$ cat config.mk
export PLATFORM = sky130hd
export DESIGN_NAME = text_console_cursor_writer_unit
export DESIGN_NICKNAME = d
export VERILOG_FILES = /design/src/tccw_pkg.sv /design/src/text_console_cursor_writer_unit.sv
export VERILOG_INCLUDE_DIRS = /design/src /design/src/src
export SDC_FILE = /design/constraint.sdc
export NUM_CORES = 1
export LEC_CHECK = 0
export CORE_MARGIN = 2
export CORE_UTILIZATION = 30
export DETAILED_ROUTE_END_ITERATION = 6
export DONT_BUFFER_PORTS = 1
export SYNTH_ARGS = -nofsm -noshare
export SYNTH_HDL_FRONTEND = slang
export SYNTH_SLANG_ARGS = --single-unit
$ cat constraint.sdc
create_clock -name i_clk -period 9.4 [get_ports i_clk]
set_input_delay 2.35 -clock i_clk [delete_from_list [all_inputs] [get_ports i_clk]]
set_output_delay 2.35 -clock i_clk [all_outputs]
set_load 0.05 [all_outputs]
$ cat src/text_console_cursor_writer_unit_defines.svh
// Assertion macros for the text console cursor writer.
// Depends on nothing; included by modules that carry assertions.
`ifndef TEXT_CONSOLE_CURSOR_WRITER_UNIT_DEFINES_SVH
`define TEXT_CONSOLE_CURSOR_WRITER_UNIT_DEFINES_SVH

`ifndef SYNTHESIS
// Clocked check, masked while reset is asserted
`define TCCW_ASSERT(label, prop) \
    label: assert property (@(posedge i_clk) disable iff (!i_rst_n) (prop)) \
        else $error("tccw check failed");
// Clocked check that also holds through reset
`define TCCW_ASSERT_ALWAYS(label, prop) \
    label: assert property (@(posedge i_clk) (prop)) \
        else $error("tccw check failed");
`else
`define TCCW_ASSERT(label, prop)
`define TCCW_ASSERT_ALWAYS(label, prop)
`endif

`endif

$ cat src/tccw_pkg.sv
// Shared constants for the text console cursor writer.
// No dependencies; imported by text_console_cursor_writer_unit.
package tccw_pkg;

    // Screen geometry and tab spacing
    localparam int SCREEN_COLS = 80;
    localparam int SCREEN_ROWS = 25;
    localparam int TAB_STOP    = 4;
    localparam int MAX_RESULTS = 5;

    // Internal cursor widths (hold one past the edge)
    localparam int COL_W = $clog2(SCREEN_COLS + 1);
    localparam int ROW_W = $clog2(SCREEN_ROWS + 1);
    localparam int TAB_W = $clog2(TAB_STOP + 1);
    localparam int CNT_W = $clog2(MAX_RESULTS + 1);

    // Beat field widths
    localparam int ROW_FIELD_W  = 5;
    localparam int COL_FIELD_W  = 7;
    localparam int BYTE_W       = 8;
    localparam int COLOUR_W     = 4;
    localparam int IN_TDATA_W   = 32;
    localparam int OUT_TDATA_W  = 32;

    // Character codes
    localparam logic [BYTE_W-1:0] CH_TAB     = 8'd9;
    localparam logic [BYTE_W-1:0] CH_NEWLINE = 8'd10;
    localparam logic [BYTE_W-1:0] CH_RETURN  = 8'd13;
    localparam logic [BYTE_W-1:0] CH_SPACE   = 8'd32;

    localparam logic [BYTE_W-1:0]   COLOUR_MAX   = 8'd9;
    localparam logic [BYTE_W-1:0]   ATTR_RESET   = 8'h0F;
    localparam logic [COLOUR_W-1:0] DEF_FG_RESET = 4'd15;
    localparam logic [COLOUR_W-1:0] DEF_BG_RESET = 4'd0;

    // Request kinds and result kinds
    localparam logic REQ_CHAR   = 1'b0;
    localparam logic REQ_COLOUR = 1'b1;
    localparam logic OP_CELL    = 1'b0;
    localparam logic OP_SCROLL  = 1'b1;

    // Configuration register indexes
    localparam logic CFG_DEFAULT_FG = 1'b0;
    localparam logic CFG_DEFAULT_BG = 1'b1;

    // Sequencer states
    localparam logic [1:0] ST_IDLE = 2'd0;
    localparam logic [1:0] ST_WRAP = 2'd1;
    localparam logic [1:0] ST_PUT  = 2'd2;

    typedef logic [1:0] t_state;

endpackage

$ cat src/text_console_cursor_writer_unit.sv
// Text console cursor writer: cursor, attribute and tab expansion sequencer.
// Depends on tccw_pkg and text_console_cursor_writer_unit_defines.svh.
//
// A colour beat is applied on accept; a character beat runs accept, wrap/scroll step
// and put step, and a tab runs wrap/scroll and put steps once per space, up to 4
// spaces with a tab stop of 4. Each step issues at most one result beat into the
// output register and waits while it is full and not taken. Reset (synchronous,
// active low) sets cursor row 0, column 0, attribute 0x0F, default colours 15 and 0.
`include "text_console_cursor_writer_unit_defines.svh"

module text_console_cursor_writer_unit
    import tccw_pkg::*;
(
    input  logic                   i_clk,
    input  logic                   i_rst_n,
    // Input stream
    input  logic                   i_s_axis_tvalid,
    output logic                   o_s_axis_tready,
    // tdata: char_code[7:0], fg_code[15:8], fg_unused[16], bg_code[24:17],
    //        bg_unused[25], zero[31:26]
    input  logic [IN_TDATA_W-1:0]  i_s_axis_tdata,
    // tuser: req_type[0]
    input  logic                   i_s_axis_tuser,
    // Result stream
    output logic                   o_m_axis_tvalid,
    input  logic                   i_m_axis_tready,
    // tdata: cell_row[4:0], cell_col[11:5], glyph[19:12], attribute[27:20],
    //        zero[31:28]
    output logic [OUT_TDATA_W-1:0] o_m_axis_tdata,
    // tuser: op_kind[0]
    output logic                   o_m_axis_tuser,
    output logic                   o_m_axis_tlast,
    // Configuration writes
    input  logic                   i_cfg_we,
    input  logic                   i_cfg_idx,
    input  logic [COLOUR_W-1:0]    i_cfg_wdata
);

    // Control state
    t_state             r_state, n_state;
    logic [COL_W-1:0]   r_col, n_col;
    logic [ROW_W-1:0]   r_row, n_row;
    logic [BYTE_W-1:0]  r_attr, n_attr;
    logic [COLOUR_W-1:0] r_def_fg, r_def_bg;
    logic [BYTE_W-1:0]  r_char;
    logic               r_first;
    logic [TAB_W-1:0]   r_n, n_n;
    logic [CNT_W-1:0]   r_cnt;

    // Output register
    logic               r_o_valid;
    logic               r_o_kind;
    logic [ROW_W-1:0]   r_o_row;
    logic [COL_W-1:0]   r_o_col;
    logic [BYTE_W-1:0]  r_o_glyph;
    logic [BYTE_W-1:0]  r_o_attr;
    logic               r_o_last;

    // Shared wrap/scroll unit
    logic               w_wrap;
    logic [COL_W-1:0]   w_col1;
    logic [ROW_W-1:0]   w_row1;
    logic               w_scroll;
    logic [ROW_W-1:0]   w_row2;
    logic [TAB_W-1:0]   w_tab_n;

    logic               w_in_acc;
    logic               w_is_tab;
    logic               w_is_nlcr;
    logic               w_want;
    logic               w_cap_ok;
    logic               w_slot_free;
    logic               w_stall;
    logic               w_emit;
    logic               w_emit_kind;
    logic [BYTE_W-1:0]  w_emit_glyph;
    logic               w_emit_last;
    logic               w_cap_last;

    logic [BYTE_W-1:0]  w_fg_clamp, w_bg_clamp;
    logic [COLOUR_W-1:0] w_fg, w_bg;

    assign w_in_acc  = i_s_axis_tvalid && o_s_axis_tready;
    assign w_is_tab  = (r_char == CH_TAB);
    assign w_is_nlcr = (r_char == CH_NEWLINE) || (r_char == CH_RETURN);

    // Wrap past the right edge, then pull the row back if past the bottom
    assign w_wrap   = (r_col >= COL_W'(SCREEN_COLS));
    assign w_col1   = w_wrap ? '0 : r_col;
    assign w_row1   = w_wrap ? r_row + ROW_W'(1) : r_row;
    assign w_scroll = (w_row1 >= ROW_W'(SCREEN_ROWS));
    assign w_row2   = w_scroll ? w_row1 - ROW_W'(1) : w_row1;
    assign w_tab_n  = TAB_W'(TAB_STOP) - TAB_W'(32'(w_col1) % TAB_STOP);

    // Colour clamp
    assign w_fg_clamp = (i_s_axis_tdata[15:8] > COLOUR_MAX) ? COLOUR_MAX
                                                             : i_s_axis_tdata[15:8];
    assign w_bg_clamp = (i_s_axis_tdata[24:17] > COLOUR_MAX) ? COLOUR_MAX
                                                              : i_s_axis_tdata[24:17];
    assign w_fg = i_s_axis_tdata[16] ? r_def_fg : w_fg_clamp[COLOUR_W-1:0];
    assign w_bg = i_s_axis_tdata[25] ? r_def_bg : w_bg_clamp[COLOUR_W-1:0];

    // Result issue: at most one beat per step, extra beats past the cap are dropped
    assign w_cap_ok    = (r_cnt < CNT_W'(MAX_RESULTS));
    assign w_cap_last  = (r_cnt == CNT_W'(MAX_RESULTS - 1));
    assign w_slot_free = !r_o_valid || i_m_axis_tready;
    assign w_want      = ((r_state == ST_WRAP) && w_scroll)
                      || ((r_state == ST_PUT) && !w_is_nlcr);
    assign w_stall     = w_want && w_cap_ok && !w_slot_free;
    assign w_emit      = w_want && w_cap_ok && w_slot_free;
    assign w_emit_kind = (r_state == ST_WRAP) ? OP_SCROLL : OP_CELL;
    assign w_emit_glyph = w_is_tab ? CH_SPACE : r_char;

    always_comb begin
        if (r_state == ST_WRAP) begin
            w_emit_last = (!w_is_tab && w_is_nlcr) || w_cap_last;
        end else begin
            w_emit_last = !w_is_tab || (r_n == TAB_W'(1)) || w_cap_last;
        end
    end

    // Sequencer next state
    always_comb begin
        n_state = r_state;
        n_col   = r_col;
        n_row   = r_row;
        n_attr  = r_attr;
        n_n     = r_n;
        case (r_state)
            ST_IDLE: begin
                if (w_in_acc) begin
                    if (i_s_axis_tuser == REQ_COLOUR) begin
                        n_attr = {w_bg, w_fg};
                    end else begin
                        n_state = ST_WRAP;
                    end
                end
            end
            ST_WRAP: begin
                if (!w_stall) begin
                    n_col   = w_col1;
                    n_row   = w_row2;
                    n_state = ST_PUT;
                    if (r_first) begin
                        n_n = w_tab_n;
                    end
                end
            end
            ST_PUT: begin
                if (!w_stall) begin
                    if (w_is_tab) begin
                        n_col   = r_col + COL_W'(1);
                        n_n     = r_n - TAB_W'(1);
                        n_state = (r_n == TAB_W'(1)) ? ST_IDLE : ST_WRAP;
                    end else if (r_char == CH_NEWLINE) begin
                        n_row   = r_row + ROW_W'(1);
                        n_col   = '0;
                        n_state = ST_IDLE;
                    end else if (r_char == CH_RETURN) begin
                        n_col   = '0;
                        n_state = ST_IDLE;
                    end else begin
                        n_col   = r_col + COL_W'(1);
                        n_state = ST_IDLE;
                    end
                end
            end
            default: begin
                n_state = ST_IDLE;
            end
        endcase
    end

    // Control registers
    always_ff @(posedge i_clk) begin
        if (!i_rst_n) begin
            r_state  <= ST_IDLE;
            r_col    <= '0;
            r_row    <= '0;
            r_attr   <= ATTR_RESET;
            r_def_fg <= DEF_FG_RESET;
            r_def_bg <= DEF_BG_RESET;
            r_first  <= 1'b0;
            r_n      <= '0;
            r_cnt    <= '0;
        end else begin
            r_state <= n_state;
            r_col   <= n_col;
            r_row   <= n_row;
            r_attr  <= n_attr;
            r_n     <= n_n;
            if (w_in_acc) begin
                r_first <= 1'b1;
                r_cnt   <= '0;
            end else begin
                if ((r_state == ST_WRAP) && !w_stall) begin
                    r_first <= 1'b0;
                end
                if (w_emit) begin
                    r_cnt <= r_cnt + CNT_W'(1);
                end
            end
            if (i_cfg_we) begin
                case (i_cfg_idx)
                    CFG_DEFAULT_FG: r_def_fg <= i_cfg_wdata;
                    CFG_DEFAULT_BG: r_def_bg <= i_cfg_wdata;
                    default: ;
                endcase
            end
        end
    end

    // Capture the character of an accepted beat
    always_ff @(posedge i_clk) begin
        if (w_in_acc) begin
            r_char <= i_s_axis_tdata[7:0];
        end
    end

    // Output valid: set on issue, drop when taken
    always_ff @(posedge i_clk) begin
        if (!i_rst_n) begin
            r_o_valid <= 1'b0;
        end else if (w_emit) begin
            r_o_valid <= 1'b1;
        end else if (i_m_axis_tready) begin
            r_o_valid <= 1'b0;
        end
    end

    // Output payload; a scroll beat carries zeros
    always_ff @(posedge i_clk) begin
        if (w_emit) begin
            r_o_kind <= w_emit_kind;
            r_o_last <= w_emit_last;
            if (w_emit_kind == OP_SCROLL) begin
                r_o_row   <= '0;
                r_o_col   <= '0;
                r_o_glyph <= '0;
                r_o_attr  <= '0;
            end else begin
                r_o_row   <= r_row;
                r_o_col   <= r_col;
                r_o_glyph <= w_emit_glyph;
                r_o_attr  <= r_attr;
            end
        end
    end

    assign o_s_axis_tready = (r_state == ST_IDLE);
    assign o_m_axis_tvalid = r_o_valid;
    assign o_m_axis_tuser  = r_o_kind;
    assign o_m_axis_tlast  = r_o_last;
    assign o_m_axis_tdata  = {4'b0, r_o_attr, r_o_glyph,
                              COL_FIELD_W'(r_o_col), ROW_FIELD_W'(r_o_row)};

    // Checks
    `TCCW_ASSERT(a_cnt_cap, r_cnt <= CNT_W'(MAX_RESULTS))
    `TCCW_ASSERT(a_idle_on_screen,
        (r_state == ST_IDLE) |-> (r_col <= COL_W'(SCREEN_COLS))
            && (r_row <= ROW_W'(SCREEN_ROWS)))
    `TCCW_ASSERT(a_char_starts_wrap,
        (w_in_acc && (i_s_axis_tuser == REQ_CHAR)) |=> (r_state == ST_WRAP) && r_first)
    `TCCW_ASSERT(a_tab_count_live, ((r_state == ST_PUT) && w_is_tab) |-> (r_n != '0))
    `TCCW_ASSERT(a_scroll_zero,
        (r_o_valid && (r_o_kind == OP_SCROLL)) |-> (r_o_row == '0) && (r_o_col == '0)
            && (r_o_glyph == '0) && (r_o_attr == '0))

endmodule
==> out/summary.md, run 1 <==
• run status: completed
• CTS Sinks: 76
• antenna violations before repair: 0
• Seq/Total Area, Yosys: 0.516
• Worst Clk Skew: 8.62 ps
• total power of the final layout: 0.000754 W
• number of H-tree levels: 3
• Post-CTS Hold Fix Bufs: 0
• normalized max-slew margin: 0.317
• P per Cell Area: 184 nW/um2
• count of cell instances traversed by the critical path: 1
• startpoint types: flop
• slew at the pin closest to its max-slew limit: 1020 ps
• number of buffers between clock root and the deepest sink: 2
• Post-CTS Setup Inserts: 0
• Hold Path Stages: 2
• Max Cap Violations: 0
• portion of total power attributed to the clock network: 0.461
• data required time at the worst endpoint: 7050 ps
• most instantiated flip-flop cell in the synthesis netlist: sky130_fd_sc_hd__edfxtp_1
• global-route wire length before repair: 13200 um
• Routed wire per std cell: 16.1 um
• CP max FO: 4
• number of nets in the final layout: 414
• detailed placer's ending HPWL: 5840 um
• final cycle utilization of the critical path: 0.404
• Lkg Pwr: 1.42 nW
• Post-synth ARST share: 0
• via density per instance: 5.24
• horizontal die dimension: 115 um
• unrepaired setup endpoints after global routing: no
• Placed Instances: 497
• peak supply drop: 0.0000725 V
• core region area: 12000 um2
• worst hold slack: 448 ps
• via count of the first global-routing pass: 2608
• count of distinct cell types in the synthesized netlist: 68
• fraction of final layout cells sized beyond drive strength 1: 0.0902
• cts bufs inserted: 9
• Max stage delay cell, worst path: sky130_fd_sc_hd__nor2_1
• sort of element at the end of the critical path: primary output
• Skew-Pair Late Insertion Delay: 340 ps
• mean area per synthesized cell: 10.2 um2
• critical path data arrival time: 1450 ps
• Total Die Area: 13200 um2
• Placement Setup Slack: 5490 ps
• CP max stage delay: 790 ps
• global-route usage over all layers: 0.128
• total DRC errors in the routed layout: 0
• switching fraction of total power: 0.227
• Initial Util: 0.307
• switching power summed over all nets: 0.000171 W
• Buffers on Ports: 0
• final number of max-transition violations: 0
• gate count of the mapped netlist: 362
• category of cells accounting for the largest share of critical-path delay: simple AND/OR/NAND/NOR gates
• layout-stage area growth over the synthesis result: 11.4%
• Setup-failing EPs final: 0
• cell chain of the critical path: nor2_1
• maximum operating frequency: 0.263 GHz
• number of synthesized register bits: 76
• overflow left after global routing: 0
• part of the total power dissipated in combinational logic: 0.048
• number of cells upsized or downsized after cts: 0
• pin count of the biggest net entering global routing: 31
• post-route worst setup slack: 5600 ps
• sequential share of power: 0.491
• Die Y-Extent: 115 um
• number of enable flip-flop cells after synthesis: 38
• Hold WC Path Type: reg2reg
• cells on worst reg2reg path: 8
• Post-DRT Antenna Nets: 0
• vias post-DR: 2686
• final antenna diode count: 0
• Pre-Repair DR Iteration Count: 5
• Cell Int Power: 0.000583 W
• count of synthesis-stage warnings from yosys: 0
• time the worst path needs with I/O delays and setup: 3800 ps
• violation count after the first detailed-route iteration: 164
• Final Hold Vio Count: 0
• Std-Cell Rows: 40
• area of the mapped netlist: 3690 um2
• startpoint-to-endpoint class of the critical path: reg2out
• summed negative setup slack over all endpoints: 0 ps
• routability congestion estimate from global placement: 0.873
• clock tree from TritonCTS: done
• final cell count without fillers: 513
• clock root buffer: sky130_fd_sc_hd__clkbuf_16
• top-level I/O count: 79
• total buffers and inverters traversed by the critical path: 0
• post-detailed-routing wire length: 8250 um
• clock transition at the registers of the reported paths: 50 ps
## worst reg2reg max path, delay by kind of cell (launching register included)
family / cells / cell delay (ps)
flip-flops: 1 / 370
AO/OA/AOI/OAI: 2 / 950
AND/OR/NAND/NOR: 3 / 720
XOR/XNOR: 1 / 180
buffers and inverters: 1 / 260
adder cells (fa/ha/maj): 1 / 270
## per-layer routing
layer	track usage	share of wire	wire length, um
met5	0	0	0
met4	0.0586	0.020	161
met3	0.0279	0.031	259
met2	0.218	0.51	4170
met1	0.156	0.44	3660
## cell usage after synthesis (3+ instances only)
master                     number  area [um2]
sky130_fd_sc_hd__o32ai_1        3        26.3
sky130_fd_sc_hd__ha_1          10         125
sky130_fd_sc_hd__o22ai_1        4        25.0
sky130_fd_sc_hd__xnor2_1        3        26.3
sky130_fd_sc_hd__clkbuf_1      10        37.5
sky130_fd_sc_hd__edfxtp_1      38        1140
sky130_fd_sc_hd__nand2_1       31         116
sky130_fd_sc_hd__nor2_1        32         120
sky130_fd_sc_hd__nand3_1       11        55.1
sky130_fd_sc_hd__nor3_1         7        35.0
sky130_fd_sc_hd__or3_1          4        25.0
sky130_fd_sc_hd__a221oi_1       4        35.0
sky130_fd_sc_hd__inv_1         16        60.1
sky130_fd_sc_hd__and2_1        24         150
sky130_fd_sc_hd__nor4_2         3        37.5
sky130_fd_sc_hd__a211oi_1       3        22.5
sky130_fd_sc_hd__dfxtp_1       38         761
sky130_fd_sc_hd__o21ai_0       13        65.1
sky130_fd_sc_hd__mux2i_1        6        60.1
sky130_fd_sc_hd__o211ai_1       3        22.5
sky130_fd_sc_hd__buf_4          4        30.0
sky130_fd_sc_hd__a22o_1         3        26.3
sky130_fd_sc_hd__o21a_1         7        52.6
sky130_fd_sc_hd__a21oi_1       24         120
sky130_fd_sc_hd__and3_1         5        31.3
sky130_fd_sc_hd__nand2b_1       8        50.1
## cells in the final DEF (no fill, tap or decap), types with 4 or more instances in the layout
cell type,Yosys,final
sky130_fd_sc_hd__nand2_1,31,31
sky130_fd_sc_hd__o22ai_1,4,4
sky130_fd_sc_hd__clkbuf_16,0,9
sky130_fd_sc_hd__a21oi_1,24,24
sky130_fd_sc_hd__o21ai_0,13,13
sky130_fd_sc_hd__nor2_1,32,31
sky130_fd_sc_hd__and2_1,24,24
sky130_fd_sc_hd__o21a_1,7,7
sky130_fd_sc_hd__and3_1,5,5
sky130_fd_sc_hd__or3_1,4,4
sky130_fd_sc_hd__nand2b_1,8,8
sky130_fd_sc_hd__inv_1,16,16
sky130_fd_sc_hd__nor3_1,7,7
sky130_fd_sc_hd__a221oi_1,4,4
sky130_fd_sc_hd__dfxtp_1,38,38
sky130_fd_sc_hd__edfxtp_1,38,38
sky130_fd_sc_hd__nand3_1,11,11
sky130_fd_sc_hd__ha_1,10,10
sky130_fd_sc_hd__conb_1,1,4
sky130_fd_sc_hd__mux2i_1,6,6
## cell families after synthesis
group	after synthesis	share of synthesized area
buffers and inverters	33	0.0404
adder cells (fa/ha/maj)	10	0.0339
multiplexers	6	0.0163
other	1	0.00102
AO/OA/AOI/OAI	87	0.169
XOR/XNOR	4	0.00950
AND/OR/NAND/NOR	145	0.214
flip-flops	76	0.516
## path summary, 6_finish.rpt
| kind | from | to | slack, ps |
|---|---|---|---|
| max | r_state[0] | o_s_axis_tready | 5600 |
| min | r_attr[4] | r_attr[4] | 450 |
| max reg2reg | r_col[5] | r_o_attr[4] | 6360 |
| min reg2reg | r_attr[4] | r_attr[4] | 450 |
## sequential cells by signal, indices dropped and copies added, names as in the netlist, 2 cells and up
name       cells
r_o_col        7
r_char         8
r_row          5
r_o_glyph      8
r_attr         8
r_o_row        5
r_cnt          3
r_n            3
r_col          7
r_def_fg       4
r_state        2
r_def_bg       4
r_o_attr       8
## power groups by stage
stage / clock network, W / logic, W / registers (W)
floorplan: 0 / 0.0000314 / 0.000376
global placement: 0 / 0.0000354 / 0.000377
detailed placement: 0 / 0.0000363 / 0.000378
CTS: 0.000354 / 0.0000364 / 0.000371
global route: 0.000367 / 0.0000406 / 0.000372
finish: 0.000348 / 0.0000360 / 0.000370
## final cells by class
cell class                 count  area (um2)
multi-input combinational    256        1650
inverter                      16        60.1
clock inverter                 4        50.0
clock buffer                  12         246
timing repair buffer           2        15.0
fill                        1205        7900
sequential                    76        1900
tap                          147         184
## per-stage QoR
stage,utilization,cell area [um2]
finish,0.342,4110
detailed placement,0.317,3810
global route,0.342,4110
global placement,0.317,3810
floorplan,-,3700
CTS,0.342,4110
Power figures use the tool's default switching activity.
==> run 2, diff against run 1 <==
- clock period: 9.4 -> 4 ns (I/O delays scaled with it)
==> out/summary.md, run 2 (synthesized netlist as in run 1, its figures left out) <==
• summed negative setup slack over all endpoints: 0 ps
• unrepaired setup endpoints after global routing: no
• Final Hold Vio Count: 0
• Hold WC Path Type: reg2reg
• Post-DRT Antenna Nets: 0
• critical path data arrival time: 3020 ps
• clock transition at the registers of the reported paths: 60 ps
• area used by multi-input combinational logic: 1650 um2
• global-route usage over all layers: 0.128
• pin count of the biggest net entering global routing: 26
• Total Die Area: 13200 um2
• Lkg Pwr: 1.44 nW
• layout-stage area growth over the synthesis result: 12.0%
• Placed Instances: 499
• Post-CTS Setup Inserts: 0
• routed wire length on met2: 4170 um
• slew at the pin closest to its max-slew limit: 748 ps
• overflow left after global routing: 0
• maximum operating frequency: 0.340 GHz
• Die Y-Extent: 115 um
• post-detailed-routing wire length: 8090 um
• Setup-failing EPs final: 0
• global-route wire length before repair: 13100 um
• peak supply drop: 0.000183 V
• antenna violations before repair: 0
• total of fill cells in the finished design: 1186
• sort of element at the end of the critical path: flop
• core region area: 12000 um2
• P per Cell Area: 427 nW/um2
• violation count after the first detailed-route iteration: 157
• final antenna diode count: 0
• run status: completed
• number of H-tree levels: 3
• cts bufs inserted: 9
• vias post-DR: 2673
• CP max FO: 20
• horizontal die dimension: 115 um
• total DRC errors in the routed layout: 0
• final number of max-transition violations: 0
• Buffers on Ports: 0
• clock tree from TritonCTS: done
• number of cells upsized or downsized after cts: 0
• fraction of final layout cells sized beyond drive strength 1: 0.101
• Met1 Routed Length: 3370 um
• Std-Cell Rows: 40
• startpoint-to-endpoint class of the critical path: reg2reg
• startpoint types: flop
• number of nets in the final layout: 416
• Routed wire per std cell: 15.7 um
• final cycle utilization of the critical path: 0.736
• Initial Util: 0.307
• number of buffers between clock root and the deepest sink: 2
• Post-CTS Hold Fix Bufs: 0
• final cell count without fillers: 515
• Worst Clk Skew: 8.40 ps
• routability congestion estimate from global placement: 0.864
• clock root buffer: sky130_fd_sc_hd__clkbuf_16
• time the worst path needs with I/O delays and setup: 2940 ps
• commonest non-fill, non-tap cells in the layout: sky130_fd_sc_hd__edfxtp_1, sky130_fd_sc_hd__dfxtp_1, sky130_fd_sc_hd__nand2_1, sky130_fd_sc_hd__nor2_1
• Skew-Pair Late Insertion Delay: 340 ps
• normalized max-slew margin: 0.501
• Max Cap Violations: 0
• detailed placer's ending HPWL: 5860 um
• met3 routed WL: 356 um
• top-level I/O count: 79
• via count of the first global-routing pass: 2530
• CTS Sinks: 76
• via density per instance: 5.19
• highest metal layer with signal wires: met4
• data required time at the worst endpoint: 4080 ps
• total area of sequential cells: 1900 um2
• Pre-Repair DR Iteration Count: 5
run 2: power by group:
| group | switching, W | internal (W) |
|---|---|---|
| Sequential | 0.0000295 | 0.000841 |
| Combinational | 0.0000557 | 0.0000291 |
| Clock | 0.000330 | 0.000480 |
run 2: through the flow:
step	hold WS (ps)	worst slack (ps)	total power [W]	util	cell area (um2)
4_1_cts	464	1060	0.00178	0.344	4130
2_1_floorplan	427	627	0.000957	-	3700
3_3_place_gp	441	1110	0.000971	0.319	3830
3_5_place_dp	455	1080	0.000973	0.319	3830
6_report	458	1060	0.00177	0.344	4130
5_1_grt	475	862	0.00182	0.344	4130
run 2: final timing paths:
path,slack [ps],start,end,cells past startpoint
setup / recovery,1060,r_col[5],r_o_row[0],8
hold / removal,460,r_attr[4],r_attr[4],2
setup reg to reg,1060,r_col[5],r_o_row[0],8
hold reg to reg,460,r_attr[4],r_attr[4],2
run 2: critical path: stages (launching register included):
cell and delay, ps:
sky130_fd_sc_hd__dfxtp_1 370, sky130_fd_sc_hd__o21ai_2 510, sky130_fd_sc_hd__xnor2_1 160, sky130_fd_sc_hd__ha_1 260, sky130_fd_sc_hd__nor4_2 460, sky130_fd_sc_hd__nor2_1 190, sky130_fd_sc_hd__a31oi_2 410, sky130_fd_sc_hd__nor2_2 70
sky130_fd_sc_hd__buf_4 230
run 2: layout make-up:
type                            instances  share of cell area
Sequential cell                        76               0.460
Tap cell                              147              0.0445
Clock inverter                          5             0.00969
Clock buffer                           11              0.0639
Multi-Input combinational cell        256               0.400
Inverter                               16              0.0145
Timing Repair Buffer                    4             0.00727
run 2: metal layers:
metal  vias to the layer above  GRT usage
met3                        13     0.0232
met2                        77      0.219
met1                      1268      0.152
li1                       1315          -
met5                         -          0
met4                         0     0.0691
==> run 3, diff against run 2 <==
- clock period: 4 -> 2.4 ns (I/O delays scaled with it)
==> out/summary.md, run 3 (synthesized netlist as in run 1, its figures left out) <==
• pin count of the biggest net entering global routing: 26
• Critical path origin: r_col[5]
• via count of the first global-routing pass: 2770
• total of fill cells in the finished design: 1181
• launch point of the worst reg-to-reg path: r_col[5]
• Lkg Pwr: 1.57 nW
• global-route wire length before repair: 14100 um
• post-detailed-placement cell area: 4050 um2
• minimum setup slack among reg-to-reg paths: 110 ps
• vias post-DR: 2790
• final non-filler cell area: 4420 um2
• Pre-Repair DR Iteration Count: 4
• P per Cell Area: 667 nW/um2
• Total Die Area: 13200 um2
• Routed wire per std cell: 16.1 um
• cells on worst reg2reg path: 10
• post-route worst setup slack: 105 ps
• unrepaired setup endpoints after global routing: no
• cell chain of the critical path: o21a_4, mux2i_4, ha_4, nor3_2, buf_4, or2_4, o41ai_4, buf_4, a211oi_1, a211oi_1
• cts bufs inserted: 9
• clock transition at the registers of the reported paths: 60 ps
• final cycle utilization of the critical path: 0.956
• most frequent standard cell in the layout excluding fill and tap cells: sky130_fd_sc_hd__edfxtp_1
• Hold WC Path Type: in2reg
• startpoint-to-endpoint class of the critical path: reg2reg
• termination of the worst setup path: r_n[1]
• violation count after the first detailed-route iteration: 169
• R2R Path End: r_n[1]
• routability congestion estimate from global placement: 0.860
• clock root buffer: sky130_fd_sc_hd__clkbuf_16
• Final Hold Vio Count: 0
• total power of the final layout: 0.00295 W
• count of cell instances traversed by the critical path: 10
• fraction of final layout cells sized beyond drive strength 1: 0.184
• Skew-Pair Late Insertion Delay: 340 ps
• startpoint types: flop
• CTS Sinks: 76
• final antenna diode count: 0
• area used by multi-input combinational logic: 1770 um2
• number of H-tree levels: 3
• category of cells accounting for the largest share of critical-path delay: compound AO/OA/AOI/OAI gates
• run status: completed
• Max stage delay cell, worst path: sky130_fd_sc_hd__dfxtp_4
• detailed placer's ending HPWL: 6120 um
• CP max stage delay: 390 ps
• time the worst path needs with I/O delays and setup: 2290 ps
• global-route usage over all layers: 0.138
• total buffers and inverters traversed by the critical path: 2
• Max Cap Violations: 0
• Post-DRT Antenna Nets: 0
• commonest non-fill, non-tap cells in the layout: sky130_fd_sc_hd__edfxtp_1, sky130_fd_sc_hd__dfxtp_1, sky130_fd_sc_hd__nand2_1
• layout-stage area growth over the synthesis result: 19.9%
• peak supply drop: 0.000298 V
• overflow left after global routing: 0
• summed negative setup slack over all endpoints: 0 ps
• core region area: 12000 um2
• horizontal die dimension: 115 um
• top-level I/O count: 79
• number of buffers between clock root and the deepest sink: 2
• CP max FO: 7
• Die Y-Extent: 115 um
• total area of sequential cells: 1920 um2
• antenna violations before repair: 0
• Std-Cell Rows: 40
• Buffers on Ports: 0
• data required time at the worst endpoint: 2660 ps
• total DRC errors in the routed layout: 0
• sort of element at the end of the critical path: flop
• worst hold slack: 332 ps
• Placement Setup Slack: -96.8 ps
• maximum operating frequency: 0.436 GHz
• Initial Util: 0.307
• critical path data arrival time: 2550 ps
• clock tree from TritonCTS: done
• via density per instance: 5.18
• final number of max-transition violations: 0
• Setup-failing EPs final: 0
• normalized max-slew margin: 0.644
• Worst Clk Skew: 7.17 ps
• Post-CTS Hold Fix Bufs: 0
• post-detailed-routing wire length: 8690 um
• slew at the pin closest to its max-slew limit: 533 ps
• Hold Path Stages: 1
• number of nets in the final layout: 440
-- run 3: worst min path at each step --
stage               startpoint          end  slack [ps]
finish                 i_rst_n  r_def_fg[0]         330
global route           i_rst_n  r_def_fg[2]         310
CTS                    i_rst_n  r_def_fg[1]         320
detailed placement   r_attr[4]    r_attr[4]         440
global placement     r_attr[4]    r_attr[4]         440
floorplan            r_attr[4]    r_attr[4]         430
-- run 3: area by class of cell --
class | count | share of cell area
repair buffers | 27 | 0.0458
flip-flops and latches | 76 | 0.433
clock inverters | 4 | 0.0113
clock buffers | 12 | 0.0557
multi-input cells | 257 | 0.399
inverters | 16 | 0.0136
well taps | 147 | 0.0416
-- run 3: per-layer routing --
metal	up-vias	global-route usage	routed length (um)
met1	1358	0.161	3760
met2	53	0.245	4550
met3	14	0.0274	214
li1	1365	-	-
met5	-	0	0
met4	0	0.0610	170
-- run 3: repair_timing --
action,in CTS,in global routing
pin swaps,1,4
gates cloned,1,0
setup buffers,0,2
resized for setup,3,6
endpoints found under the setup margin,33,43
-- run 3: per-stage QoR --
stage	cells	utilization
6_report	539	0.368
3_3_place_gp	520	0.337
3_5_place_dp	520	0.337
4_1_cts	537	0.364
5_1_grt	539	0.368
2_1_floorplan	365	-
-- run 3: power by group --
| part | internal, W | total (W) | switching (W) |
|---|---|---|---|
| Combinational | 0.0000579 | 0.000158 | 0.000100 |
| Clock | 0.000834 | 0.00135 | 0.000514 |
| Sequential | 0.00140 | 0.00145 | 0.0000468 |
| Total | 0.00229 | 0.00295 | 0.000662 |
